[src/rtl/srp_pkg.sv]
// Shared types, constants and helper functions for the stick rect-to-polar block.
`timescale 1ns / 1ps

package srp_pkg;

    // Angle accumulator width, in bits of one full turn
    localparam int DATA_WIDTH   = 16;
    // Number of CORDIC micro-rotations, capped at the table depth
    localparam int CORDIC_STEPS = 16;
    localparam int NSTEPS       = (CORDIC_STEPS > 32) ? 32 : CORDIC_STEPS;
    localparam int STEP_W       = $clog2(NSTEPS);

    // Fixed-point working formats
    localparam int GUARD_BITS   = 8;
    localparam int WORK_W       = 16 + 1 + GUARD_BITS + 2;
    localparam int PROD_W       = WORK_W - 1 + 32;
    localparam int SUM_W        = PROD_W + 1;
    localparam int MAG_SH       = 32 + GUARD_BITS;

    // Cycles from accepted item to done strobe
    localparam int LATENCY      = NSTEPS + 3;

    localparam logic [31:0]         INV_GAIN_Q32 = 32'd2608131496;
    localparam logic [SUM_W-1:0]    MAG_ROUND    = SUM_W'(1) << (MAG_SH - 1);
    localparam logic [14:0]         MAG_MAX      = 15'h7FFF;
    localparam logic [DATA_WIDTH-1:0] HALF_TURN  = DATA_WIDTH'(1) << (DATA_WIDTH - 1);

    // Output angle codes for the axis cases
    localparam logic [15:0] ANGLE_DOWN  = 16'd0;
    localparam logic [15:0] ANGLE_RIGHT = 16'd16384;
    localparam logic [15:0] ANGLE_UP    = 16'd32768;
    localparam logic [15:0] ANGLE_LEFT  = 16'd49152;

    // atan(2^-i) / (2*pi) * 2^32, truncated
    localparam logic [31:0] ATAN_TURN32 [32] = '{
        32'h20000000, 32'h12E4051D, 32'h09FB385B, 32'h051111D4,
        32'h028B0D43, 32'h0145D7E1, 32'h00A2F61E, 32'h00517C55,
        32'h0028BE53, 32'h00145F2E, 32'h000A2F98, 32'h000517CC,
        32'h00028BE6, 32'h000145F3, 32'h0000A2F9, 32'h0000517C,
        32'h000028BE, 32'h0000145F, 32'h00000A2F, 32'h00000517,
        32'h0000028B, 32'h00000145, 32'h000000A2, 32'h00000051,
        32'h00000028, 32'h00000014, 32'h0000000A, 32'h00000005,
        32'h00000002, 32'h00000001, 32'h00000000, 32'h00000000
    };

    localparam int          ATAN_SH   = 32 - DATA_WIDTH;
    localparam logic [32:0] ATAN_HALF = (ATAN_SH > 0) ? (33'd1 << (ATAN_SH - 1)) : 33'd0;

    // Angle output rescale: DATA_WIDTH bits of a turn down/up to 16 bits
    localparam int ANG_SH_DN = (DATA_WIDTH > 16) ? DATA_WIDTH - 16 : 0;
    localparam int ANG_SH_UP = (DATA_WIDTH < 16) ? 16 - DATA_WIDTH : 0;
    localparam logic [DATA_WIDTH:0] ANG_HALF =
        (DATA_WIDTH > 16) ? ((DATA_WIDTH + 1)'(1) << (ANG_SH_DN - 1)) : '0;

    typedef struct packed {
        logic signed [15:0] axis_x;
        logic signed [15:0] axis_y;
    } in_t;

    typedef struct packed {
        logic [15:0] angle;
        logic [14:0] magnitude;
    } out_t;

    // What moves from one cell to the next
    typedef struct packed {
        logic                      valid;
        logic                      special;
        out_t                      spec_res;
        logic signed [WORK_W-1:0]  u;
        logic signed [WORK_W-1:0]  v;
        logic [DATA_WIDTH-1:0]     acc;
    } cell_t;

    // Table entry rounded half up to DATA_WIDTH bits
    function automatic logic [DATA_WIDTH-1:0] atan_entry(input logic [4:0] idx);
        logic [32:0] t;
        t = {1'b0, ATAN_TURN32[idx]} + ATAN_HALF;
        return DATA_WIDTH'(t >> ATAN_SH);
    endfunction

    // |x| saturated to just below 1.0
    function automatic logic [14:0] sat_mag(input logic signed [16:0] x);
        logic [16:0] a;
        a = x[16] ? 17'(-x) : 17'(x);
        return (a > 17'(MAG_MAX)) ? MAG_MAX : a[14:0];
    endfunction

    // Accumulator modulo one turn, rounded half up to 16 bits
    function automatic logic [15:0] turn_to_16(input logic [DATA_WIDTH-1:0] acc);
        logic [DATA_WIDTH:0] r;
        r = {1'b0, acc} + ANG_HALF;
        return 16'(32'(r[DATA_WIDTH-1:0] >> ANG_SH_DN) << ANG_SH_UP);
    endfunction

endpackage

[src/rtl/srp_prep.sv]
// Input stage: mirror, axis special cases, half-plane fold and guard-bit scaling.
`timescale 1ns / 1ps

module srp_prep (
    input  logic          clk,
    input  logic          rst_n,
    input  logic          take,
    input  logic          mirror,
    input  srp_pkg::in_t  sample,
    output srp_pkg::cell_t dout
);
    import srp_pkg::*;

    logic signed [16:0] rx;
    logic signed [16:0] u17;
    logic signed [16:0] v17;
    logic signed [16:0] un;
    logic signed [16:0] vn;
    logic               neg;
    cell_t              data_next;
    cell_t              data_reg;
    logic               valid_reg;

    // Working pair: u = axis_y, v = +/-axis_x by mirror; both negated when u < 0
    always_comb
    begin
        rx  = 17'(sample.axis_x);
        u17 = 17'(sample.axis_y);
        v17 = mirror ? -rx : rx;
        neg = u17[16];
        un  = neg ? -u17 : u17;
        vn  = neg ? -v17 : v17;
    end

    // Scale and set fold offset; axis cases carry a ready result down the chain
    always_comb
    begin
        data_next          = '0;
        data_next.valid    = take;
        data_next.u        = WORK_W'(un) <<< GUARD_BITS;
        data_next.v        = WORK_W'(vn) <<< GUARD_BITS;
        data_next.acc      = neg ? HALF_TURN : '0;
        if (u17 == '0 && v17 == '0)
        begin
            data_next.special            = 1'b1;
            data_next.spec_res.angle     = ANGLE_DOWN;
            data_next.spec_res.magnitude = '0;
        end
        else if (v17 == '0)
        begin
            data_next.special            = 1'b1;
            data_next.spec_res.angle     = u17[16] ? ANGLE_UP : ANGLE_DOWN;
            data_next.spec_res.magnitude = sat_mag(u17);
        end
        else if (u17 == '0)
        begin
            data_next.special            = 1'b1;
            data_next.spec_res.angle     = v17[16] ? ANGLE_LEFT : ANGLE_RIGHT;
            data_next.spec_res.magnitude = sat_mag(v17);
        end
    end

    always_ff @(posedge clk or negedge rst_n)
    begin
        if (!rst_n)
            valid_reg <= 1'b0;
        else
            valid_reg <= take;
    end

    always_ff @(posedge clk)
    begin
        data_reg <= data_next;
    end

    always_comb
    begin
        dout       = data_reg;
        dout.valid = valid_reg;
    end

endmodule

[src/rtl/srp_cell.sv]
// One CORDIC vectoring cell: a single micro-rotation, registered.
`timescale 1ns / 1ps

module srp_cell (
    input  logic                            clk,
    input  logic                            rst_n,
    input  logic [srp_pkg::STEP_W-1:0]      shift,
    input  logic [srp_pkg::DATA_WIDTH-1:0]  atan,
    input  srp_pkg::cell_t                  din,
    output srp_pkg::cell_t                  dout
);
    import srp_pkg::*;

    logic signed [WORK_W-1:0] du;
    logic signed [WORK_W-1:0] dv;
    cell_t                    data_next;
    cell_t                    data_reg;
    logic                     valid_reg;

    // Rotate toward v = 0; arithmetic shift floors negatives
    always_comb
    begin
        du        = din.v >>> shift;
        dv        = din.u >>> shift;
        data_next = din;
        if (!din.v[WORK_W-1])
        begin
            data_next.u   = din.u + du;
            data_next.v   = din.v - dv;
            data_next.acc = din.acc + atan;
        end
        else
        begin
            data_next.u   = din.u - du;
            data_next.v   = din.v + dv;
            data_next.acc = din.acc - atan;
        end
    end

    always_ff @(posedge clk or negedge rst_n)
    begin
        if (!rst_n)
            valid_reg <= 1'b0;
        else
            valid_reg <= din.valid;
    end

    always_ff @(posedge clk)
    begin
        data_reg <= data_next;
    end

    always_comb
    begin
        dout       = data_reg;
        dout.valid = valid_reg;
    end

endmodule

[src/rtl/srp_out.sv]
// Output stages: gain correction multiply, rounding, saturation, result register.
`timescale 1ns / 1ps

module srp_out (
    input  logic           clk,
    input  logic           rst_n,
    input  srp_pkg::cell_t din,
    output srp_pkg::out_t  result,
    output logic           done
);
    import srp_pkg::*;

    logic [WORK_W-2:0] u_clamp;
    logic [PROD_W-1:0] prod_next;
    logic [PROD_W-1:0] prod_reg;
    logic              a_valid_reg;
    logic              a_special_reg;
    out_t              a_spec_reg;
    logic [15:0]       a_angle_reg;
    logic [SUM_W-1:0]  sum;
    logic [14:0]       mag;
    out_t              result_next;
    out_t              result_reg;
    logic              done_reg;

    // Stage A: length, clamped at zero, times inverse gain; angle to 16 bits
    always_comb
    begin
        u_clamp   = din.u[WORK_W-1] ? '0 : din.u[WORK_W-2:0];
        prod_next = PROD_W'(u_clamp) * PROD_W'(INV_GAIN_Q32);
    end

    always_ff @(posedge clk or negedge rst_n)
    begin
        if (!rst_n)
        begin
            a_valid_reg <= 1'b0;
            done_reg    <= 1'b0;
        end
        else
        begin
            a_valid_reg <= din.valid;
            done_reg    <= a_valid_reg;
        end
    end

    always_ff @(posedge clk)
    begin
        prod_reg      <= prod_next;
        a_special_reg <= din.special;
        a_spec_reg    <= din.spec_res;
        a_angle_reg   <= turn_to_16(din.acc);
    end

    // Stage B: round, saturate, pick axis result
    always_comb
    begin
        sum = {1'b0, prod_reg} + MAG_ROUND;
        if (|sum[SUM_W-1:MAG_SH+15])
            mag = MAG_MAX;
        else
            mag = sum[MAG_SH+14:MAG_SH];
        if (a_special_reg)
            result_next = a_spec_reg;
        else
        begin
            result_next.angle     = a_angle_reg;
            result_next.magnitude = mag;
        end
    end

    always_ff @(posedge clk)
    begin
        result_reg <= result_next;
    end

    assign result = result_reg;
    assign done   = done_reg;

endmodule

[src/rtl/stick_rect_to_polar.sv]
// Top level: stick sample to polar angle and magnitude, pipelined CORDIC.
`timescale 1ns / 1ps

// Takes one item per clock cycle, every cycle: busy never rises. Each item's
// result is on result with done high for one cycle, and passes through one
// input stage, one CORDIC cell per step in a row, a multiply stage and an
// output register. Results leave in order and cannot be held off by the
// receiver. mirror_x is written through cfg_valid/cfg_data, always ready,
// and should change only while no items are in flight.
module stick_rect_to_polar (
    input  logic          clk,
    input  logic          rst_n,
    input  logic          start,
    output logic          busy,
    input  srp_pkg::in_t  sample,
    output srp_pkg::out_t result,
    output logic          done,
    input  logic          cfg_valid,
    output logic          cfg_ready,
    input  logic          cfg_data
);
    import srp_pkg::*;

    logic  mirror_reg;
    logic  take;
    cell_t chain [NSTEPS+1];

    assign busy      = 1'b0;
    assign cfg_ready = 1'b1;
    assign take      = start && !busy;

    // Configuration register
    always_ff @(posedge clk or negedge rst_n)
    begin
        if (!rst_n)
            mirror_reg <= 1'b0;
        else if (cfg_valid && cfg_ready)
            mirror_reg <= cfg_data;
    end

    srp_prep u_prep (
        .clk    (clk),
        .rst_n  (rst_n),
        .take   (take),
        .mirror (mirror_reg),
        .sample (sample),
        .dout   (chain[0])
    );

    // Row of rotation cells
    for (genvar i = 0; i < NSTEPS; i++)
    begin : g_cell
        srp_cell u_cell (
            .clk   (clk),
            .rst_n (rst_n),
            .shift (STEP_W'(i)),
            .atan  (atan_entry(5'(i))),
            .din   (chain[i]),
            .dout  (chain[i+1])
        );
    end

    srp_out u_out (
        .clk    (clk),
        .rst_n  (rst_n),
        .din    (chain[NSTEPS]),
        .result (result),
        .done   (done)
    );

endmodule

[config.mk]
export PLATFORM = sky130hd
export DESIGN_NAME = stick_rect_to_polar
export DESIGN_NICKNAME = d
export VERILOG_FILES = /design/src/rtl/srp_pkg.sv /design/src/rtl/srp_prep.sv /design/src/rtl/srp_cell.sv /design/src/rtl/srp_out.sv /design/src/rtl/stick_rect_to_polar.sv
export SDC_FILE = /design/constraint.sdc
export NUM_CORES = 2
export LEC_CHECK = 0
export BUFFER_PORTS_ARGS = -buffer_cell sky130_fd_sc_hd__buf_2
export CAP_MARGIN = 20
export CORE_ASPECT_RATIO = 2
export CORE_UTILIZATION = 67
export DETAILED_ROUTE_END_ITERATION = 10
export HOLD_SLACK_MARGIN = 0.02
export PLACE_DENSITY_LB_ADDON = 0.2
export SETUP_SLACK_MARGIN = 0.1
export SLEW_MARGIN = 30
export SYNTH_ARGS = -nofsm -noshare
export SYNTH_HDL_FRONTEND = slang
export SYNTH_SLANG_ARGS = --single-unit
[constraint.sdc]
create_clock -name clk -period 18.85 [get_ports clk]
set_clock_uncertainty 0.15 [all_clocks]
set_input_delay 2.8275 -clock clk [delete_from_list [all_inputs] [get_ports clk]]
set_output_delay 2.8275 -clock clk [all_outputs]
set_load 0.01 [all_outputs]
## Yosys cells after proc, flatten, opt, wreduce, memory -nomap -nowiden

Index checks and enable logic that the tools add are counted.

| storage, ports and cells | value |
|---|---|
| bits in registers | 1841 |
| output and inout port bits | 34 |
| word-level logic and storage cells | 262 |

| cells by class | value |
|---|---|
| multipliers | 1 |
| reduce and logical (&&, ||, !) cells | 5 |
| $add $sub $neg | 97 |
| mux-type cells | 29 |
| $lt $le $gt $ge | 2 |

Operator list:

| operator | count |
|---|---|
| 70-bit two-way mux | 16 |
| 17-bit two-way mux | 4 |
| 31-bit two-way mux | 2 |
| 58-bit by 40-bit adder with 59-bit output, second input constant | 1 |
| 26-bit by 29-bit multiplier with 55-bit output, second input constant | 1 |
| 27-bit by 12-bit adder with 27-bit output | 2 |
| 27-bit by 13-bit adder with 27-bit output | 2 |
| 27-bit by 14-bit adder with 27-bit output | 2 |
| 27-bit by 15-bit adder with 27-bit output | 2 |
| 27-bit by 16-bit adder with 27-bit output | 2 |
| 27-bit by 17-bit adder with 27-bit output | 2 |
| 27-bit by 18-bit adder with 27-bit output | 2 |
| 27-bit by 19-bit adder with 27-bit output | 2 |
| 27-bit by 20-bit adder with 27-bit output | 2 |
| 27-bit by 21-bit adder with 27-bit output | 2 |
| 27-bit by 22-bit adder with 27-bit output | 2 |
| 27-bit by 23-bit adder with 27-bit output | 2 |
| 27-bit by 24-bit adder with 27-bit output | 2 |
| 27-bit by 25-bit adder with 27-bit output | 2 |
| 27-bit by 26-bit adder with 27-bit output | 2 |
| 27-bit by 12-bit subtractor with 27-bit output | 2 |
| 27-bit by 13-bit subtractor with 27-bit output | 2 |
| 27-bit by 14-bit subtractor with 27-bit output | 2 |
| 27-bit by 15-bit subtractor with 27-bit output | 2 |
| other kinds (52) | 72 |

## Depth between registers and ports, before layout

| logic depth | value |
|---|---|
| depth in word-level cells | 8 |
| gate-level depth with buffers | 30 |

## By module

Synthesis repeated with hierarchy kept, for this count alone.

| unflattened totals | value |
|---|---|
| cells, all modules | 19338 |
| area, all modules | 174713.8 um2 |

Modules (own cells, without submodules):

| module | instances | cells an instance | sequential area each (um2) | area each (um2) |
|---|---|---|---|---|
| srp_cell (g_cell[11].u_cell ...) | 6 | 1090 | 2067.0 | 9808.2 |
| srp_cell (g_cell[0].u_cell ...) | 6 | 1081 | 2067.0 | 9572.9 |
| srp_cell (g_cell[7].u_cell ...) | 3 | 1078 | 2067.0 | 9710.6 |
| srp_out | 1 | 1603 | 2011.9 | 16015.4 |
| srp_cell (g_cell[6].u_cell) | 1 | 1095 | 2067.0 | 9897.0 |
| srp_prep | 1 | 374 | 1086.0 | 3320.7 |
| stick_rect_to_polar | 1 | 6 | 25.0 | 62.6 |

## Worst setup path after synthesis

Ideal clock, no wire load.

| path | value |
|---|---|
| kind | flip-flop to flip-flop |
| start point | register g_cell[15].u_cell.data_reg (netlist bit g_cell[15].u_cell.dout[69]) |
| end point | register u_out.prod_reg[51] |
| data arrival time | 7009 ps |
| library setup time | 119 ps |
| path buffers | 2 |
| slack | 11572 ps |
| required time | 18581 ps |
| stages on the path, launching flop included | 29 |
| cells stage by stage | dfxtp_1 -> clkbuf_1 -> clkbuf_1 -> nand2b_1 -> inv_1 -> fa_1 -> inv_1 -> fa_1 -> inv_1 -> fa_1 -> inv_1 -> fa_1 -> inv_1 -> fa_1 -> fa_1 -> inv_1 -> fa_1 -> inv_1 -> ha_1 -> nand3_1 -> or3_1 -> a2111oi_0 -> or3_1 -> nand4_1 -> a21boi_0 -> nand4_1 -> nand2_1 -> a31oi_1 -> xnor2_1 |

| on the way | value |
|---|---|
| word-level cells in the longest chain between the ends | 2 |

Ends and longest elaborated chain:

| item | RTL line | source |
|---|---|---|
| start: declaration | srp_cell.sv:17 | `cell_t data_reg;` |
| start signal: assignment | srp_cell.sv:50 | `data_reg <= data_next;` |
| 26-bit two-way mux | srp_out.sv:29 | `u_clamp = din.u[WORK_W-1] ? '0 : din.u[WORK_W-2:0];` |
| 26-bit by 29-bit multiplier with 55-bit output | srp_out.sv:30 | `prod_next = PROD_W'(u_clamp) * PROD_W'(INV_GAIN_Q32);` |
| via u_out.prod_next[51] | srp_out.sv:14 | `logic [PROD_W-1:0] prod_next;` |
| end signal: assignment | srp_out.sv:49 | `prod_reg <= prod_next;` |
| end: declaration | srp_out.sv:15 | `logic [PROD_W-1:0] prod_reg;` |

The timed path passes the listed nets, and every way through them passes these cells.
A chain may end at the register's enable or synchronous reset.

## Worst setup path in the final report

| path | value |
|---|---|
| start point | register g_cell[15].u_cell.data_reg (netlist bit g_cell[15].u_cell.dout[69]) |
| end point | register u_out.prod_reg[48] |

The elaborated chain is that of the path after synthesis.

==> results.json <==
{
  "outcome": "finished clean",
  "synth_cell_types": 91,
  "syn_area_per_cell_um2": 8.994,
  "die_h_um": 538.4,
  "fin_crit_ns": 8.794,
  "nNetsFinal": 12396,
  "drt_pass1_iterations": 7,
  "r2r_start": "g_cell[15].u_cell.dout[69]",
  "rsz0062_at_grt": "false",
  "wl_mm": 301.2,
  "cts_tree": "built",
  "ys_seq_area_share_pct": 29.78,
  "max_freq_mhz": 113.7,
  "ys.flop_type": "dfxtp_1",
  "drc": 0,
  "initial_core_util_pct": 67.53,
  "ctsResizeCount": 0,
  "crit_fanout": 21,
  "clk_latency_ns": 0.80,
  "worst_pin_slew_ns": 1.243,
  "setup_viol": 0,
  "drv_cap": 0,
  "die_x_um": 270.2,
  "drv_slew": 0,
  "clkTransAtPathRegs_ns": 0.07,
  "grtUsageTotal_pct": 40.97,
  "timing.rr.end": "u_out.prod_reg[48]",
  "drt-initial-drc-count": 4442,
  "synth-warning-count": 0,
  "slew_headroom_pct": 16.97,
  "post-route-period-util_pct": 46.65,
  "num_vias": 79363,
  "fin_tns_setup_ns": 0,
  "hold_buffers": 0,
  "core_area_um2": 142700,
  "syn_to_final_growth_pct": 7.151,
  "dp_hpwl_mm": 237.3,
  "rows": 196,
  "synth-edff-count": 0,
  "ys_seq_elements": 1429,
  "crit_buf_inv": 4,
  "required_ns": 19.39,
  "clock_path_buffers": 3,
  "hold_viol": 0,
  "hold_class": "flip-flop to flip-flop",
  "drive_gt1_share_pct": 4.372,
  "overflow": 0,
  "port_buffers": 67,
  "grt_start_max_net_pins": 56,
  "place.gp.congestion": 1.080,
  "ant_nets": 0,
  "antenna_found_initial": 30,
  "synth_area_leaders": "dfxtp_1 (29%), ha_1 (16%), xnor2_1 (7.9%), fa_1 (7.2%), a21oi_1 (4.3%)",
  "largest_reg_flops": 1274,
  "yosysTopAreaCellShare_pct": 29.26,
  "synth_top_area_cell": "dfxtp_1",
  "min_delay_worst_endpoint": "u_out.a_spec_reg[13]",
  "min_from": "g_cell[15].u_cell.dout[83]",
  "max_stage_delay_ns": 0.88,
  "viasPerCell": 6.207,
  "ioPinCount": 71,
  "cts_setup_buffers": 0,
  "crit_top_cell": "fa_1",
  "crit_type": "flip-flop to flip-flop",
  "crit_family": "adder cells",
  "start_kind": "flip-flop",
  "cp.arrival_ns": 9.33,
  "synth_area_um2": 96380,
  "cp_cell_sequence": "buf_4 -> nand2b_1 -> inv_1 -> ha_1 -> fa_1 -> fa_1 -> fa_1 -> fa_1 -> fa_1 -> inv_1 -> fa_1 -> inv_1 -> ha_1 -> and3_1 -> a31oi_1 -> a21o_1 -> o21ai_0 -> a21oi_1 -> a21boi_0 -> o21a_1 -> o21a_1 -> nor2_1 -> xnor2_1",
  "root_buffer": "clkbuf_16",
  "htreeDepth": 3,
  "numClockSinks": 1429,
  "first_global_vias": 83139,
  "hold_depth": 0,
  "async_flop_share_pct": 1.400,
  "end_kind": "flip-flop",
  "crit_slowest_cell": "dfxtp_1",
  "regToRegSetupSlack_ns": 10.06,
  "netlist_instances": 10716,
  "design.die.area_um2": 145500,
  "grt_first_pass_wirelength_mm": 458.2,
  "wl_per_cell_um": 23.56,
  "cts_buffers": 121,
  "rr_worst_depth": 23,
  "fillers": 10779
}
-- kinds of logic (layout without fill, tap and decap cells) --
group	count (synthesis)	after routing	share of synthesized area [%]
simple gates	2804	2804	14.01
compound gates	2447	2447	16.11
fa+ha+maj	1572	1572	23.11
flops	1429	1429	29.78
xor+xnor	1311	1311	11.94
buf+inv	1082	1252	4.268
mux	69	69	0.7646
other cells	2	21	0.007792
-- how the worst max path moves through the flow --
stage / start / endpoint / cells after the start
2_1_floorplan: g_cell[15].u_cell.dout[69] / u_out.prod_reg[51] / 28
3_3_place_gp: g_cell[15].u_cell.dout[69] / u_out.prod_reg[51] / 26
6_report: g_cell[15].u_cell.dout[69] / u_out.prod_reg[48] / 23
5_1_grt: g_cell[15].u_cell.dout[69] / u_out.prod_reg[50] / 26
4_1_cts: g_cell[15].u_cell.dout[69] / u_out.prod_reg[48] / 26
3_5_place_dp: g_cell[15].u_cell.dout[69] / u_out.prod_reg[51] / 26
-- synth_stat cells, types with 34 or more instances --
| cell type | number |
|---|---|
| nand2b_1 | 127 |
| o41ai_1 | 43 |
| clkbuf_1 | 127 |
| nor2b_1 | 197 |
| o21bai_1 | 92 |
| inv_1 | 919 |
| a211o_1 | 36 |
| mux2i_1 | 34 |
| nor2_1 | 978 |
| or3_1 | 71 |
| a31oi_1 | 98 |
| a21oi_1 | 835 |
| o31ai_1 | 34 |
| xnor2_1 | 870 |
| and3_1 | 142 |
| o211ai_1 | 38 |
| a21boi_0 | 50 |
| a211oi_1 | 84 |
| nor4_1 | 91 |
| nand3_1 | 172 |
| nand2_1 | 478 |
| fa_1 | 347 |
| a21o_1 | 293 |
| mux2_2 | 34 |
| nor3_1 | 314 |
| o21ai_0 | 426 |
| xor2_1 | 439 |
| and2_1 | 60 |
| ha_1 | 1225 |
| dfxtp_1 | 1409 |
| or2_2 | 36 |
| o21a_1 | 147 |
-- cell usage in the layout, fill, tap and decap left out, drive strengths merged, types with 34 or more instances in the layout --
cell type     n
dfxtp      1409
ha         1225
nor2        978
inv         928
xnor2       870
a21oi       835
nand2       480
o21ai       444
xor2        441
fa          347
nor3        314
a21o        293
nor2b       197
nand3       172
clkbuf      152
o21a        147
and3        142
nand2b      128
buf         104
a31oi        98
o21bai       92
nor4         91
a211oi       84
or3          71
and2         61
a21boi       50
o41ai        45
o211ai       38
or2          38
clkinv       37
a211o        36
o31ai        36
mux2i        35
mux2         34
-- layout make-up --
cell class / count / area (µm²) / share of cell area [%]
multi-input cells: 8207 / 63730 / 61.71
flip-flops and latches: 1429 / 28720 / 27.81
inverters: 923 / 3465 / 3.355
clock buffers: 151 / 3312 / 3.207
well taps: 1881 / 2354 / 2.279
clock inverters: 73 / 1032 / 0.9995
repair buffers: 105 / 620.6 / 0.6009
diodes: 17 / 42.54 / 0.04119
-- metrics by stage --
stage | hold slack, ns | area, µm² | utilization, % | worst slack, ns | std cells
after floorplan | 0.1596 | 96390 | - | 11.57 | 10718
after global placement | 0.1598 | 98720 | 69.17 | 10.59 | 12543
after detailed placement | 0.1621 | 98740 | 69.18 | 10.31 | 12543
after CTS | 0.1690 | 103100 | 72.23 | 10.06 | 12767
after global routing | 0.1755 | 103300 | 72.35 | 9.700 | 12779
final | 0.1671 | 103300 | 72.36 | 10.06 | 12786
-- per-layer routing --
metal / up-vias / GRT usage (%) / routed length, µm
met5: - / 0 / 219
met4: 24 / 47.23 / 41910
met3: 1785 / 9.524 / 16400
met1: 37439 / 32.16 / 87600
li1: 37230 / - / -
met2: 2885 / 76.06 / 155100
Power is not shown: default switching activity piles up to over one toggle a cycle in this logic, so the estimate is an artifact.
